===== src/rtl/afu_pkg.sv =====
// Shared types, constants and the sigmoid point table of the activation function unit.
`timescale 1ns / 1ps

package afu_pkg;

	// Fixed-point format of the data path (signed Q4.12)
	localparam int DATA_W = 16;
	localparam int Q_FRAC = 12;

	// Sigmoid table: SIG_SEGMENTS segments over the clamped range [-2.0, +2.0]
	localparam int SEG_W        = 5;
	localparam int SIG_SEGMENTS = 1 << SEG_W;
	localparam int IDX_W        = SEG_W + 1;
	localparam int X_SPAN_W     = 14;
	localparam int U_W          = X_SPAN_W + 1;
	localparam int FRAC_W       = X_SPAN_W - SEG_W;
	localparam int S_W          = Q_FRAC + 1;

	localparam logic signed [DATA_W-1:0] X_LO = -16'sd8192;
	localparam logic signed [DATA_W-1:0] X_HI = 16'sd8192;
	localparam logic signed [DATA_W:0]   X_OFFSET = 17'sd8192;

	localparam logic [S_W-1:0]    S_ONE  = 13'd4096;
	localparam logic [DATA_W-1:0] Q_ONE  = 16'd4096;
	localparam logic [DATA_W-1:0] Q_HALF = 16'd2048;

	// Points of 1/(1+exp(-5x)) at x = -2 + k/8, rounded to Q4.12
	localparam logic [S_W-1:0] SIG_TABLE [0:SIG_SEGMENTS] = '{
		13'd0,    13'd0,    13'd1,    13'd1,    13'd2,    13'd4,    13'd8,    13'd15,
		13'd27,   13'd51,   13'd94,   13'd172,  13'd311,  13'd545,  13'd912,  13'd1428,
		13'd2048,
		13'd2668, 13'd3184, 13'd3551, 13'd3785, 13'd3924, 13'd4002, 13'd4045, 13'd4069,
		13'd4081, 13'd4088, 13'd4092, 13'd4094, 13'd4095, 13'd4095, 13'd4096, 13'd4096
	};

	// Function codes; the remaining codes pass the value through
	typedef enum logic [2:0] {
		FUNC_SIGMOID    = 3'd0,
		FUNC_RELU       = 3'd1,
		FUNC_SIG_DERIV  = 3'd2,
		FUNC_RELU_DERIV = 3'd3,
		FUNC_PASS       = 3'd4
	} func_t;

	// Load enables of the interpolation stages
	typedef struct packed {
		logic en_s2;
		logic en_s3;
	} stage_en_t;

endpackage


===== src/rtl/activation_function_unit.sv =====
// Top level of the activation function unit: four-stage pipeline with valid/ready channels.
`timescale 1ns / 1ps

// Elementwise activation on signed Q4.12 data. Each transaction carries a function
// code and one value and yields exactly one result: 0 sigmoid 1/(1+exp(-5a)),
// 1 ReLU, 2 sigmoid derivative s(1-s), 3 ReLU derivative (0.5 at zero), and any
// other code returns the value unchanged. The sigmoid interpolates linearly
// between 33 table points over [-2.0, +2.0]; inputs outside that range are
// clamped. A transaction moves through the four stages into the output register,
// and a new one is taken every cycle while input ready is high. Each stage has its
// own valid bit and moves forward when the next stage is empty or moving, so a
// stall on the output fills the bubbles ahead of it before input ready drops.

module activation_function_unit (
	input  logic                                clk,
	input  logic                                arst_n,
	input  logic                                in_valid,
	output logic                                in_ready,
	input  logic [2:0]                          func,
	input  logic signed [afu_pkg::DATA_W-1:0]   value,
	output logic                                out_valid,
	input  logic                                out_ready,
	output logic signed [afu_pkg::DATA_W-1:0]   result
);

	logic v_s1, v_s2, v_s3, v_s4;
	logic rdy1, rdy2, rdy3, rdy4;

	logic [2:0]                          func_s1, func_s2, func_s3;
	logic signed [afu_pkg::DATA_W-1:0]   value_s1;
	logic [afu_pkg::IDX_W-1:0]           idx_s1;
	logic [afu_pkg::FRAC_W-1:0]          frac_s1;
	logic signed [afu_pkg::DATA_W-1:0]   simple_s2, simple_s3;
	logic signed [afu_pkg::DATA_W-1:0]   result_s4;
	logic [afu_pkg::S_W-1:0]             sig_s3;

	logic signed [afu_pkg::DATA_W:0]     shifted;
	logic [afu_pkg::U_W-1:0]             u_pos;
	logic signed [afu_pkg::DATA_W-1:0]   simple_val;
	logic [2*afu_pkg::S_W-1:0]           dprod;
	logic signed [afu_pkg::DATA_W-1:0]   deriv;
	logic signed [afu_pkg::DATA_W-1:0]   result_next;
	afu_pkg::stage_en_t                  stage_en;

	// Per-stage flow control
	assign rdy4     = !v_s4 || out_ready;
	assign rdy3     = !v_s3 || rdy4;
	assign rdy2     = !v_s2 || rdy3;
	assign rdy1     = !v_s1 || rdy2;
	assign in_ready = rdy1;

	always_ff @(posedge clk or negedge arst_n) begin
		if (!arst_n) begin
			v_s1 <= 1'b0;
			v_s2 <= 1'b0;
			v_s3 <= 1'b0;
			v_s4 <= 1'b0;
		end else begin
			if (rdy1) v_s1 <= in_valid;
			if (rdy2) v_s2 <= v_s1;
			if (rdy3) v_s3 <= v_s2;
			if (rdy4) v_s4 <= v_s3;
		end
	end

	// Stage 1: clamp to [-2.0, +2.0] and split into segment and fraction
	assign shifted = (value < afu_pkg::X_LO) ? '0
		: (value > afu_pkg::X_HI) ? (afu_pkg::X_OFFSET <<< 1)
		: ((afu_pkg::DATA_W+1)'(value) + afu_pkg::X_OFFSET);
	assign u_pos = shifted[afu_pkg::U_W-1:0];

	always_ff @(posedge clk) begin
		if (rdy1) begin
			func_s1  <= func;
			value_s1 <= value;
			idx_s1   <= u_pos[afu_pkg::U_W-1:afu_pkg::FRAC_W];
			frac_s1  <= u_pos[afu_pkg::FRAC_W-1:0];
		end
	end

	// Stage 2: results that need no table
	always_comb begin
		case (func_s1)
			afu_pkg::FUNC_RELU:
				simple_val = (value_s1 > 0) ? value_s1 : '0;
			afu_pkg::FUNC_RELU_DERIV:
				simple_val = (value_s1 > 0) ? afu_pkg::Q_ONE
					: (value_s1 < 0) ? '0 : afu_pkg::Q_HALF;
			default:
				simple_val = value_s1;
		endcase
	end

	always_ff @(posedge clk) begin
		if (rdy2) begin
			func_s2   <= func_s1;
			simple_s2 <= simple_val;
		end
		if (rdy3) begin
			func_s3   <= func_s2;
			simple_s3 <= simple_s2;
		end
	end

	// Stages 2 and 3: sigmoid interpolation
	assign stage_en.en_s2 = rdy2;
	assign stage_en.en_s3 = rdy3;

	afu_sig_interp u_interp (
		.clk      (clk),
		.stage_en (stage_en),
		.idx_s1   (idx_s1),
		.frac_s1  (frac_s1),
		.sig_s3   (sig_s3)
	);

	// Stage 4: derivative s(1-s) and final selection
	assign dprod = (2*afu_pkg::S_W)'(sig_s3) * (2*afu_pkg::S_W)'(afu_pkg::S_ONE - sig_s3)
		+ (2*afu_pkg::S_W)'(afu_pkg::Q_HALF);
	assign deriv = afu_pkg::DATA_W'(dprod[2*afu_pkg::S_W-1:afu_pkg::Q_FRAC]);

	always_comb begin
		case (func_s3)
			afu_pkg::FUNC_SIGMOID:   result_next = afu_pkg::DATA_W'(sig_s3);
			afu_pkg::FUNC_SIG_DERIV: result_next = deriv;
			default:                 result_next = simple_s3;
		endcase
	end

	always_ff @(posedge clk) begin
		if (rdy4) begin
			result_s4 <= result_next;
		end
	end

	assign out_valid = v_s4;
	assign result    = result_s4;

	// Interpolated sigmoid never exceeds 1.0
	a_sig_range: assert property (@(posedge clk) disable iff (!arst_n)
		v_s3 && (func_s3 == afu_pkg::FUNC_SIGMOID || func_s3 == afu_pkg::FUNC_SIG_DERIV)
		|-> sig_s3 <= afu_pkg::S_ONE)
		else $error("sigmoid above 1.0");

	// ReLU derivative is 0, 0.5 or 1.0
	a_relu_deriv: assert property (@(posedge clk) disable iff (!arst_n)
		v_s3 && (func_s3 == afu_pkg::FUNC_RELU_DERIV)
		|-> (simple_s3 == 0 || simple_s3 == 16'sd2048 || simple_s3 == 16'sd4096))
		else $error("bad ReLU derivative");

	// A stalled middle stage keeps its transaction
	a_s2_hold: assert property (@(posedge clk) disable iff (!arst_n)
		v_s2 && !rdy3 |=> v_s2 && $stable(func_s2) && $stable(simple_s2))
		else $error("stage 2 lost a transaction under stall");

	// Accepted input lands in stage 1
	a_s1_load: assert property (@(posedge clk) disable iff (!arst_n)
		in_valid && in_ready |=> v_s1)
		else $error("accepted transaction missing from stage 1");

endmodule


===== src/rtl/afu_sig_interp.sv =====
// Two-stage sigmoid interpolation: table lookup, then slope multiply and add.
`timescale 1ns / 1ps

module afu_sig_interp (
	input  logic                         clk,
	input  afu_pkg::stage_en_t           stage_en,
	input  logic [afu_pkg::IDX_W-1:0]    idx_s1,
	input  logic [afu_pkg::FRAC_W-1:0]   frac_s1,
	output logic [afu_pkg::S_W-1:0]      sig_s3
);

	localparam int PROD_W = afu_pkg::S_W + afu_pkg::FRAC_W + 1;
	localparam logic [PROD_W-1:0] ROUND = PROD_W'(1) << (afu_pkg::FRAC_W - 1);

	logic [afu_pkg::IDX_W-1:0]  next_idx;
	logic [afu_pkg::S_W-1:0]    base_pt;
	logic [afu_pkg::S_W-1:0]    next_pt;
	logic [afu_pkg::S_W-1:0]    base_s2;
	logic [afu_pkg::S_W-1:0]    diff_s2;
	logic [afu_pkg::FRAC_W-1:0] frac_s2;
	logic [PROD_W-1:0]          prod;
	logic [afu_pkg::S_W-1:0]    step;

	// Neighboring points; the last point is its own neighbor (fraction is zero there)
	assign next_idx = (idx_s1 == afu_pkg::IDX_W'(afu_pkg::SIG_SEGMENTS)) ? idx_s1
		: idx_s1 + afu_pkg::IDX_W'(1);
	assign base_pt  = afu_pkg::SIG_TABLE[idx_s1];
	assign next_pt  = afu_pkg::SIG_TABLE[next_idx];

	always_ff @(posedge clk) begin
		if (stage_en.en_s2) begin
			base_s2 <= base_pt;
			diff_s2 <= next_pt - base_pt;
			frac_s2 <= frac_s1;
		end
	end

	// Table is monotonic, so the slope is never negative: round half up
	assign prod = PROD_W'(diff_s2) * PROD_W'(frac_s2) + ROUND;
	assign step = prod[afu_pkg::FRAC_W +: afu_pkg::S_W];

	always_ff @(posedge clk) begin
		if (stage_en.en_s3) begin
			sig_s3 <= base_s2 + step;
		end
	end

endmodule


===== config.mk =====
export PLATFORM = sky130hd
export DESIGN_NAME = activation_function_unit
export DESIGN_NICKNAME = d
export VERILOG_FILES = /design/src/rtl/afu_pkg.sv /design/src/rtl/activation_function_unit.sv /design/src/rtl/afu_sig_interp.sv
export SDC_FILE = /design/constraint.sdc
export NUM_CORES = 1
export LEC_CHECK = 0
export BUFFER_PORTS_ARGS = -buffer_cell sky130_fd_sc_hd__buf_2
export CAP_MARGIN = 20
export CORE_ASPECT_RATIO = 1.25
export CORE_MARGIN = 1
export CORE_UTILIZATION = 64
export CTS_CLUSTER_DIAMETER = 50
export CTS_CLUSTER_SIZE = 28
export DETAILED_ROUTE_END_ITERATION = 16
export GPL_ROUTABILITY_DRIVEN = 0
export PLACE_DENSITY = 0.79
export SLEW_MARGIN = 10
export SYNTH_ARGS = -nofsm -noshare
export SYNTH_HDL_FRONTEND = slang
export SYNTH_SLANG_ARGS = --single-unit

===== constraint.sdc =====
create_clock -name clk -period 7.8 [get_ports clk]
set_input_delay 0.78 -clock clk [delete_from_list [all_inputs] [get_ports clk]]
set_output_delay 0.78 -clock clk [all_outputs]
set_load 0.05 [all_outputs]

==> impl_metrics.sql, run 1 <==
INSERT INTO impl_metrics (metric_group, metric, value, unit) VALUES
('outcome', 'status', 'completed', ''),
('global_routing', 'maximum_number_of_pins_on_one_net_before_global_route_repair', '56', ''),
('layout', 'insertedDiodeCount', '0', ''),
('worst_setup_path', 'setup.worst_path.start_class', 'register', ''),
('clock_tree', 'post_cts.resized_instances', '0', ''),
('layout', 'layout.nets', '2139', ''),
('worst_setup_path', 'critical_path.slowest_cell', 'sky130_fd_sc_hd__fa_1', ''),
('die', 'row_count', '66', ''),
('clock_tree', 'clock_insertion_delay_worst_skew', '430', 'ps'),
('clock_tree', 'clock_path_buffers', '2', ''),
('worst_setup_path', 'cp_top_family', 'adder cells', ''),
('die', 'floorplan.die.width', '147', 'um'),
('logic_synthesis', 'yosys.cell_types.count', '70', ''),
('worst_setup_path', 'worstPathArrival', '7530', 'ps'),
('logic_synthesis', 'synth-warning-count', '0', ''),
('worst_setup_path', 'critical_path_class', 'reg -> reg', ''),
('die', 'fp.dieArea', '27000', 'um^2'),
('logic_synthesis', 'synth_cells', '1700', ''),
('die', 'die_y', '184', 'um'),
('logic_synthesis', 'post_synth_net_total', '2125', ''),
('logic_synthesis', 'synth_sequential_area_ratio', '24.8', '%'),
('global_routing', 'grt_pass1_vias', '12400', ''),
('sta', 'max_freq', '136', 'MHz'),
('die', 'num_io_pins', '41', ''),
('global_routing', 'grt_antenna_before_repair', '0', ''),
('layout', 'final_cell_mix', 'sky130_fd_sc_hd__inv_1 (295), sky130_fd_sc_hd__fa_1 (209), sky130_fd_sc_hd__ha_1 (193)', ''),
('layout', 'fin_area', '18000', 'um^2'),
('drt', 'drt-vias-per-instance', '5.77', ''),
('global_routing', 'grt_overflow', '0', ''),
('layout', 'layout-drive-gt1-share', '6.77', '%'),
('sta', 'worst_slew_pin_slew', '1000', 'ps'),
('logic_synthesis', 'synth_area_per_cell', '9.93', 'um^2'),
('drt', 'remaining_drc_errors', '0', ''),
('worst_setup_path', 'critPathMaxFanout', '19', ''),
('clock_tree', 'clock-sinks', '140', ''),
('sta', 'tns', '0', 'ps'),
('worst_setup_path', 'path_common_cell', 'sky130_fd_sc_hd__fa_1', ''),
('layout', 'fillers', '1956', ''),
('clock_tree', 'cts.root.buffer_cell', 'sky130_fd_sc_hd__clkbuf_16', ''),
('sta', 'period_minus_slack', '7360', 'ps'),
('worst_setup_path', 'required', '7970', 'ps'),
('sta', 'timing.final.setup_violations', '0', ''),
('min_path', 'hold_path.class', 'in -> async', ''),
('clock_tree', 'cts.htree.levels', '4', ''),
('place', 'place_worst_setup_slack', '535', 'ps'),
('clock_tree', 'post_cts_repair_setup_buffers', '0', ''),
('global_routing', 'grt.total_usage', '28.6', '%'),
('run', 'max_cap_violations', '0', ''),
('sta', 'finClkSkew', '11.8', 'ps'),
('drt', 'wl_per_cell', '17.8', 'um'),
('clock_tree', 'cts_tree', 'yes', ''),
('logic_synthesis', 'synthesis.area', '16900', 'um^2'),
('logic_synthesis', 'async_reset_ff_share', '2.86', '%'),
('sta', 'finalCritPeriodShare', '94.4', '%'),
('drt', 'via_count', '11900', ''),
('worst_setup_path', 'crit_path_end_kind', 'register', ''),
('worst_setup_path', 'worst-path-buf-inv', '6', ''),
('sta', 'setup_slack', '437', 'ps'),
('worst_setup_path', 'slowest_delay', '520', 'ps'),
('logic_synthesis', 'ys_seq_elements', '140', ''),
('drt', 'violation_count_after_the_first_detailed_routing_iteration', '643', ''),
('global_routing', 'grt_pass1_wl', '60000', 'um'),
('sta', 'timing.slew.headroom', '33.3', '%'),
('sta', 'holdWs', '142', 'ps'),
('layout', 'final_common_cell', 'sky130_fd_sc_hd__inv_1', ''),
('sta', 'count_of_pins_over_their_slew_limit', '0', ''),
('logic_synthesis', 'primary_ff_master_synth', 'sky130_fd_sc_hd__edfxtp_1', ''),
('logic_synthesis', 'number_of_enable_type_register_cells_in_the_synthesized_netlist', '136', ''),
('place', 'buffer_ports.inserted', '40', ''),
('drt', 'first_pass_iters', '7', ''),
('drt', 'postRouteWirelength', '36700', 'um'),
('die', 'start_util', '64.9', '%'),
('clock_tree', 'cts_hold_buffers', '0', ''),
('clock_tree', 'cts_made_buffers', '17', ''),
('drt', 'antenna_left', '0', ''),
('sta', 'grt_setup_unrepaired', 'no', ''),
('place', 'placed_area', '17400', 'um^2'),
('layout', 'area_delta_synth_final', '6.67', '%'),
('die', 'coreArea', '26000', 'um^2'),
('place', 'dp_hpwl', '27900', 'um'),
('clock_tree', 'worst_setup_hold_path_clk_slew', '70', 'ps'),
('sta', 'hold_viol_final', '0', '');
-- Yosys cell counts (13+ instances only) --
master | instances | area, um^2
sky130_fd_sc_hd__nand3_1 | 19 | 95.1
sky130_fd_sc_hd__nand2b_1 | 81 | 507
sky130_fd_sc_hd__a21oi_1 | 52 | 260
sky130_fd_sc_hd__fa_1 | 209 | 4180
sky130_fd_sc_hd__nor2b_1 | 56 | 350
sky130_fd_sc_hd__xnor2_1 | 44 | 385
sky130_fd_sc_hd__edfxtp_1 | 136 | 4080
sky130_fd_sc_hd__inv_1 | 295 | 1110
sky130_fd_sc_hd__ha_1 | 193 | 2410
sky130_fd_sc_hd__o21ai_0 | 35 | 175
sky130_fd_sc_hd__mux2i_1 | 13 | 130
sky130_fd_sc_hd__nand2_1 | 115 | 432
sky130_fd_sc_hd__nor3_1 | 17 | 85.1
sky130_fd_sc_hd__a21o_1 | 16 | 120
sky130_fd_sc_hd__and2_1 | 95 | 594
sky130_fd_sc_hd__nor2_1 | 96 | 360
sky130_fd_sc_hd__clkbuf_1 | 58 | 218
-- routing by layer --
layer | GRT usage (%) | part of all wire (%) | vias up
met5 | 0 | 0 | -
met2 | 52.0 | 54 | 372
met3 | 2.73 | 4.3 | 112
met1 | 33.2 | 38 | 5915
li1 | - | - | 5526
met4 | 15.2 | 4.4 | 0
-- worst register-to-register path: cells and delay by family (launching register included) --
family                     cells  cell delay (ps)
muxes                          1              230
AOI/OAI and AO/OA              3              840
and+or+nand+nor                7             1160
adders and majority gates      9             3980
DFF                            1              340
buffers and inverters          6              560
-- registers in the layout (all words and copies together) (netlist names), 3 cells and up --
signal and flops:
result 16, simple_s2 16, simple_s3 16, value_s1 16, u_interp.base_s2 13, u_interp.diff_s2 13, u_interp.sig_s3 13, frac_s1 9
u_interp.frac_s2 9, idx_s1 6, func_s1 3, func_s2 3, func_s3 3
-- cell type report --
class | count | area, um^2 | share of cell area (%)
repair buffers | 59 | 343 | 1.90
multi-input cells | 1199 | 11300 | 63.0
clock inverters | 15 | 173 | 0.958
clock buffers | 17 | 425 | 2.36
inverters | 297 | 1110 | 6.19
well taps | 340 | 425 | 2.36
flip-flops and latches | 140 | 4180 | 23.2
-- worst paths after layout --
path	from	depth (start not counted)	to	slack, ps
max	u_interp.sig_s3[0]	26	result[13]	440
min	arst_n	1	v_s3	140
max reg2reg	u_interp.sig_s3[0]	26	result[13]	440
min reg2reg	simple_s2[0]	0	simple_s3[0]	420
max in group asynchronous	arst_n	1	out_valid	7530
min in group clk	simple_s2[0]	0	simple_s3[0]	420
-- kinds of logic after synthesis --
logic type      share of synthesized area [%]
xor+xnor                                 3.04
flops                                    24.8
fa+ha+maj                                39.1
buf+inv                                  8.05
compound gates                           7.28
simple gates                             16.9
mux                                     0.904
-- stage by stage --
stage                     utilization, %  cells
after global routing                69.3   2067
final                               69.3   2067
after floorplan                        -   1700
after CTS                           69.2   2066
after global placement              66.9   2034
after detailed placement            66.9   2034
Power of run 1 is left out: the tool's default activity adds up to more than one toggle a clock period on the data nets, which glitch-free logic cannot reach.
==> inputs of run 2 (changes only) <==
--- a/config.mk
+++ b/config.mk
@@ -5,7 +5,6 @@
 export SDC_FILE = /design/constraint.sdc
 export NUM_CORES = 1
 export LEC_CHECK = 0
-export BUFFER_PORTS_ARGS = -buffer_cell sky130_fd_sc_hd__buf_2
 export CAP_MARGIN = 20
 export CORE_ASPECT_RATIO = 1.25
 export CORE_MARGIN = 1
@@ -13,8 +12,9 @@
 export CTS_CLUSTER_DIAMETER = 50
 export CTS_CLUSTER_SIZE = 28
 export DETAILED_ROUTE_END_ITERATION = 16
+export DONT_BUFFER_PORTS = 1
 export GPL_ROUTABILITY_DRIVEN = 0
-export PLACE_DENSITY = 0.79
+export PLACE_DENSITY = 0.78
 export SLEW_MARGIN = 10
 export SYNTH_ARGS = -nofsm -noshare
 export SYNTH_HDL_FRONTEND = slang
==> run 2 against run 1 <==
  * Via count down 2.7%
  * Die area stayed put
  * Non-clock buffer count fell by 42
  * Final area shrank 1.3%
  * Maximum frequency increased by 0.40%
  * Critical path depth down 3
  * Hold slack got worse by 92 ps
  * First-iteration DRC count decreased by 15%
  * Critical path type unchanged
==> impl_metrics.sql, run 2 (synthesis gave the netlist of run 1 again) <==
INSERT INTO impl_metrics (metric_group, metric, value, unit) VALUES
('outcome', 'status', 'completed', ''),
('worst_setup_path', 'crit_path_end_kind', 'register', ''),
('die', 'start_util', '64.9', '%'),
('die', 'num_io_pins', '41', ''),
('global_routing', 'grt_pass1_wl', '58100', 'um'),
('sta', 'grt_setup_unrepaired', 'no', ''),
('worst_setup_path', 'critical_path_class', 'reg -> reg', ''),
('sta', 'period_minus_slack', '7330', 'ps'),
('global_routing', 'grt_overflow', '0', ''),
('clock_tree', 'cts_tree', 'yes', ''),
('layout', 'final_common_cell', 'sky130_fd_sc_hd__inv_1', ''),
('worst_setup_path', 'required', '8090', 'ps'),
('clock_tree', 'post_cts_repair_setup_buffers', '0', ''),
('drt', 'detailroute.wirelength.met3', '1570', 'um'),
('global_routing', 'grt.total_usage', '27.7', '%'),
('drt', 'antenna_left', '0', ''),
('drt', 'via_count', '11600', ''),
('sta', 'hold_viol_final', '0', ''),
('drt', 'postRouteWirelength', '35300', 'um'),
('sta', 'count_of_pins_over_their_slew_limit', '0', ''),
('worst_setup_path', 'setup.worst_path.start_class', 'register', ''),
('sta', 'max_freq', '136', 'MHz'),
('sta', 'timing.slew.headroom', '34.2', '%'),
('worst_setup_path', 'critical_path.reg2reg.endpoint', 'result[12]', ''),
('layout', 'final_cell_mix', 'sky130_fd_sc_hd__inv_1 (295), sky130_fd_sc_hd__fa_1 (209), sky130_fd_sc_hd__ha_1 (193)', ''),
('drt', 'violation_count_after_the_first_detailed_routing_iteration', '548', ''),
('die', 'die_y', '184', 'um'),
('run', 'max_cap_violations', '0', ''),
('drt', 'first_pass_iters', '5', ''),
('clock_tree', 'cts.htree.levels', '4', ''),
('global_routing', 'grt_pass1_vias', '11900', ''),
('die', 'floorplan.die.width', '147', 'um'),
('clock_tree', 'cts_made_buffers', '17', ''),
('sta', 'finClkSkew', '12.7', 'ps'),
('global_routing', 'grt_antenna_before_repair', '0', ''),
('drt', 'wl_met1', '13700', 'um'),
('place', 'buffer_ports.inserted', '0', ''),
('drt', 'wl_per_cell', '17.4', 'um'),
('die', 'coreArea', '26000', 'um^2'),
('clock_tree', 'cts_hold_buffers', '0', ''),
('sta', 'worst_slew_pin_slew', '987', 'ps'),
('clock_tree', 'worst_setup_hold_path_clk_slew', '70', 'ps'),
('die', 'fp.dieArea', '27000', 'um^2'),
('worst_setup_path', 'crit-reg2reg-launch', 'u_interp.sig_s3[0]', ''),
('die', 'row_count', '66', ''),
('worst_setup_path', 'worstPathArrival', '7620', 'ps'),
('worst_setup_path', 'worst_case_reg_to_reg_path_depth', '23', ''),
('drt', 'drt-vias-per-instance', '5.73', ''),
('clock_tree', 'clock-sinks', '140', ''),
('global_routing', 'maximum_number_of_pins_on_one_net_before_global_route_repair', '56', ''),
('layout', 'area_delta_synth_final', '5.24', '%'),
('min_path', 'hold_path.class', 'in -> async', ''),
('clock_tree', 'clock_insertion_delay_worst_skew', '420', 'ps'),
('sta', 'timing.final.setup_violations', '0', ''),
('place', 'dp_hpwl', '27600', 'um'),
('worst_setup_path', 'critPathMaxFanout', '11', ''),
('clock_tree', 'clock_path_buffers', '2', ''),
('clock_tree', 'cts.root.buffer_cell', 'sky130_fd_sc_hd__clkbuf_16', ''),
('worst_setup_path', 'worstSetupStartpoint', 'u_interp.sig_s3[0]', ''),
('drt', 'routed.top_layer', 'met4', ''),
('worst_setup_path', 'ff2ff_setup_slack', '470', 'ps'),
('layout', 'layout.nets', '2097', ''),
('layout', 'insertedDiodeCount', '0', ''),
('layout', 'layout-drive-gt1-share', '4.39', '%'),
('sta', 'finalCritPeriodShare', '94.0', '%'),
('drt', 'remaining_drc_errors', '0', ''),
('drt', 'met2_wire_length', '18800', 'um'),
('clock_tree', 'post_cts.resized_instances', '0', ''),
('sta', 'tns', '0', 'ps');
-- run 2: cell types whose count changed in the layout (fill, tap and decap cells not counted), sizes merged --
cell / delta
clkinv: +1
clkinvlp: +1
clkbuf: +1
inv: -3
buf: -42
-- run 2: worst max-delay path by stage --
stage | end | slack [ps]
global route | result[12] | 140
detailed placement | result[12] | 550
global placement | result[12] | 740
finish | result[12] | 470
CTS | result[12] | 520
floorplan | result[12] | 860
-- run 2: layout make-up --
type	instances	area, um^2
multi-input combinational	1199	11300
fill	1976	8240
sequential	140	4180
inverter	297	1110
clock buffer	18	439
tap	340	425
clock inverter	14	134
timing repair buffer	17	128
-- run 2: per-layer routing --
layer  GRT usage, %  vias up
met5              0        -
met4           12.4        0
met3           3.33       91
met2           50.0      373
met1           32.9     5708
li1               -     5435
-- run 2: stage by stage --
step / worst slack, ps / util (%) / instances / hold slack (ps) / area [um^2]
2_1_floorplan: 860 / - / 1700 / 400 / 16900
3_3_place_gp: 742 / 66.1 / 1992 / 405 / 17200
3_5_place_dp: 552 / 66.1 / 1992 / 405 / 17200
4_1_cts: 522 / 68.3 / 2024 / 36.0 / 17800
5_1_grt: 139 / 68.3 / 2025 / 32.5 / 17800
6_report: 466 / 68.3 / 2025 / 50.2 / 17800
-- run 2: critical path, cell delays in order, from the launching register on --
cell,delay [ps]
sky130_fd_sc_hd__edfxtp_1,410
sky130_fd_sc_hd__or3_1,420
sky130_fd_sc_hd__or3_1,400
sky130_fd_sc_hd__nor3_1,220
sky130_fd_sc_hd__ha_1,400
sky130_fd_sc_hd__nor2b_1,130
sky130_fd_sc_hd__fa_1,460
sky130_fd_sc_hd__fa_1,490
sky130_fd_sc_hd__inv_1,50
sky130_fd_sc_hd__fa_1,520
sky130_fd_sc_hd__inv_1,50
sky130_fd_sc_hd__fa_1,440
sky130_fd_sc_hd__fa_1,510
sky130_fd_sc_hd__inv_1,50
sky130_fd_sc_hd__fa_1,470
sky130_fd_sc_hd__inv_1,40
sky130_fd_sc_hd__ha_1,310
sky130_fd_sc_hd__a21o_1,230
sky130_fd_sc_hd__nor4_2,430
sky130_fd_sc_hd__nor2_1,110
sky130_fd_sc_hd__o21ai_1,410
sky130_fd_sc_hd__o211ai_1,220
sky130_fd_sc_hd__or3_1,340
sky130_fd_sc_hd__nand3_1,90
Power of run 2 is left out for the same reason.
==> inputs of run 3 (changes only) <==
--- a/config.mk
+++ b/config.mk
@@ -8,13 +8,13 @@
 export CAP_MARGIN = 20
 export CORE_ASPECT_RATIO = 1.25
 export CORE_MARGIN = 1
-export CORE_UTILIZATION = 64
+export CORE_UTILIZATION = 50
 export CTS_CLUSTER_DIAMETER = 50
 export CTS_CLUSTER_SIZE = 28
 export DETAILED_ROUTE_END_ITERATION = 16
 export DONT_BUFFER_PORTS = 1
 export GPL_ROUTABILITY_DRIVEN = 0
-export PLACE_DENSITY = 0.78
+export PLACE_DENSITY = 0.63
 export SLEW_MARGIN = 10
 export SYNTH_ARGS = -nofsm -noshare
 export SYNTH_HDL_FRONTEND = slang
==> run 3 against run 2 <==
  * Final cell count grew 4.0%
  * Die area up 28%
  * Register-to-register slack worse by 50 ps
  * Via count shrank 1.7%
  * Core utilization down 14 points
  * Critical path depth up 2
  * Clock skew down 3.7 ps
  * Largest cell class unchanged
==> impl_metrics.sql, run 3 (synthesis gave the netlist of run 1 again) <==
INSERT INTO impl_metrics (metric_group, metric, value, unit) VALUES
('die', 'row_count', '74', ''),
('min_path', 'hold_path.class', 'in -> async', ''),
('clock_tree', 'cts_tree', 'yes', ''),
('sta', 'worst_slew_pin_slew', '965', 'ps'),
('die', 'fp.dieArea', '34500', 'um^2'),
('layout', 'insertedDiodeCount', '0', ''),
('worst_setup_path', 'worst-path-buf-inv', '6', ''),
('worst_setup_path', 'crit_path_end_kind', 'register', ''),
('layout', 'final_common_cell', 'sky130_fd_sc_hd__inv_1', ''),
('die', 'coreArea', '33000', 'um^2'),
('sta', 'count_of_pins_over_their_slew_limit', '0', ''),
('run', 'max_cap_violations', '0', ''),
('clock_tree', 'clock-sinks', '140', ''),
('global_routing', 'grt_pass1_wl', '60400', 'um'),
('sta', 'tns', '0', 'ps'),
('worst_setup_path', 'worst_case_reg_to_reg_path_depth', '25', ''),
('drt', 'first_pass_iters', '5', ''),
('drt', 'drt-vias-per-instance', '5.42', ''),
('clock_tree', 'cts_hold_buffers', '0', ''),
('sta', 'hold_viol_final', '0', ''),
('global_routing', 'grt_overflow', '0', ''),
('layout', 'area_delta_synth_final', '6.14', '%'),
('global_routing', 'grt_antenna_before_repair', '0', ''),
('worst_setup_path', 'critical_path_class', 'reg -> reg', ''),
('outcome', 'status', 'completed', ''),
('worst_setup_path', 'critical_path.slowest_cell', 'sky130_fd_sc_hd__edfxtp_1', ''),
('place', 'place_worst_setup_slack', '475', 'ps'),
('sta', 'timing.final.setup_violations', '0', ''),
('drt', 'via_count', '11400', ''),
('drt', 'violation_count_after_the_first_detailed_routing_iteration', '403', ''),
('sta', 'finalCritPeriodShare', '94.6', '%'),
('layout', 'non_filler_cells_in_the_finished_layout', '2106', ''),
('place', 'placed_area', '17300', 'um^2'),
('clock_tree', 'clock_insertion_delay_worst_skew', '430', 'ps'),
('die', 'die_y', '207', 'um'),
('worst_setup_path', 'critPathMaxFanout', '11', ''),
('die', 'floorplan.die.width', '166', 'um'),
('place', 'dp.cells', '2074', ''),
('place', 'dp_hpwl', '28700', 'um'),
('worst_setup_path', 'setup.worst_path.start_class', 'register', ''),
('drt', 'postRouteWirelength', '36500', 'um'),
('drt', 'remaining_drc_errors', '0', ''),
('worst_setup_path', 'required', '8100', 'ps'),
('global_routing', 'grt.total_usage', '22.3', '%'),
('clock_tree', 'cts_made_buffers', '17', ''),
('worst_setup_path', 'slowest_delay', '560', 'ps'),
('clock_tree', 'cts.root.buffer_cell', 'sky130_fd_sc_hd__clkbuf_16', ''),
('die', 'start_util', '51.2', '%'),
('layout', 'fin_area', '17900', 'um^2'),
('drt', 'antenna_left', '0', ''),
('worst_setup_path', 'cp_top_family', 'adder cells', ''),
('sta', 'setup_slack', '418', 'ps'),
('clock_tree', 'clock_path_buffers', '2', ''),
('layout', 'final_cell_mix', 'sky130_fd_sc_hd__inv_1 (295), sky130_fd_sc_hd__fa_1 (209), sky130_fd_sc_hd__ha_1 (192)', ''),
('sta', 'max_freq', '135', 'MHz'),
('layout', 'layout-drive-gt1-share', '4.50', '%'),
('layout', 'layout.nets', '2100', ''),
('sta', 'grt_setup_unrepaired', 'no', ''),
('global_routing', 'maximum_number_of_pins_on_one_net_before_global_route_repair', '49', ''),
('drt', 'wl_per_cell', '17.3', 'um'),
('clock_tree', 'worst_setup_hold_path_clk_slew', '60', 'ps'),
('die', 'num_io_pins', '41', ''),
('place', 'buffer_ports.inserted', '0', ''),
('worst_setup_path', 'worstPathArrival', '7680', 'ps'),
('global_routing', 'grt_pass1_vias', '11900', ''),
('sta', 'finClkSkew', '9.03', 'ps'),
('clock_tree', 'cts.htree.levels', '4', ''),
('sta', 'timing.slew.headroom', '35.7', '%'),
('sta', 'period_minus_slack', '7380', 'ps'),
('worst_setup_path', 'timing.critical_path.depth', '25', '');
==> run 3: timing repair <==
item	CTS	global route
resized for setup	0	2
setup endpoints to repair	0	8
setup buffers	0	0
==> run 3: path summary, 6_finish.rpt <==
check / startpoint / to / slack (ps)
max: u_interp.sig_s3[1] / result[12] / 420
max in group asynchronous: arst_n / v_s1 / 7690
min: arst_n / v_s3 / 40
max reg2reg: u_interp.sig_s3[1] / result[12] / 420
min in group clk: frac_s1[4] / u_interp.frac_s2[4] / 410
min reg2reg: frac_s1[4] / u_interp.frac_s2[4] / 410
==> run 3: layout make-up <==
class	instances	area, um^2
clock inverter	12	136
timing repair buffer	20	150
fill	2995	15000
sequential	140	4180
clock buffer	20	457
inverter	297	1110
multi-input combinational	1199	11400
tap	418	523
==> run 3: metrics by stage <==
step	utilization [%]	hold slack [ps]
3_3_place_gp	52.6	404
4_1_cts	54.4	22.1
5_1_grt	54.4	18.4
2_1_floorplan	-	400
6_report	54.4	39.3
3_5_place_dp	52.6	407
==> run 3: layer usage <==
metal	routed length [um]	track usage [%]
met5	0	0
met4	1060	8.14
met3	1060	2.35
met2	19500	40.8
met1	14900	26.9
Power of run 3 is left out for the same reason.
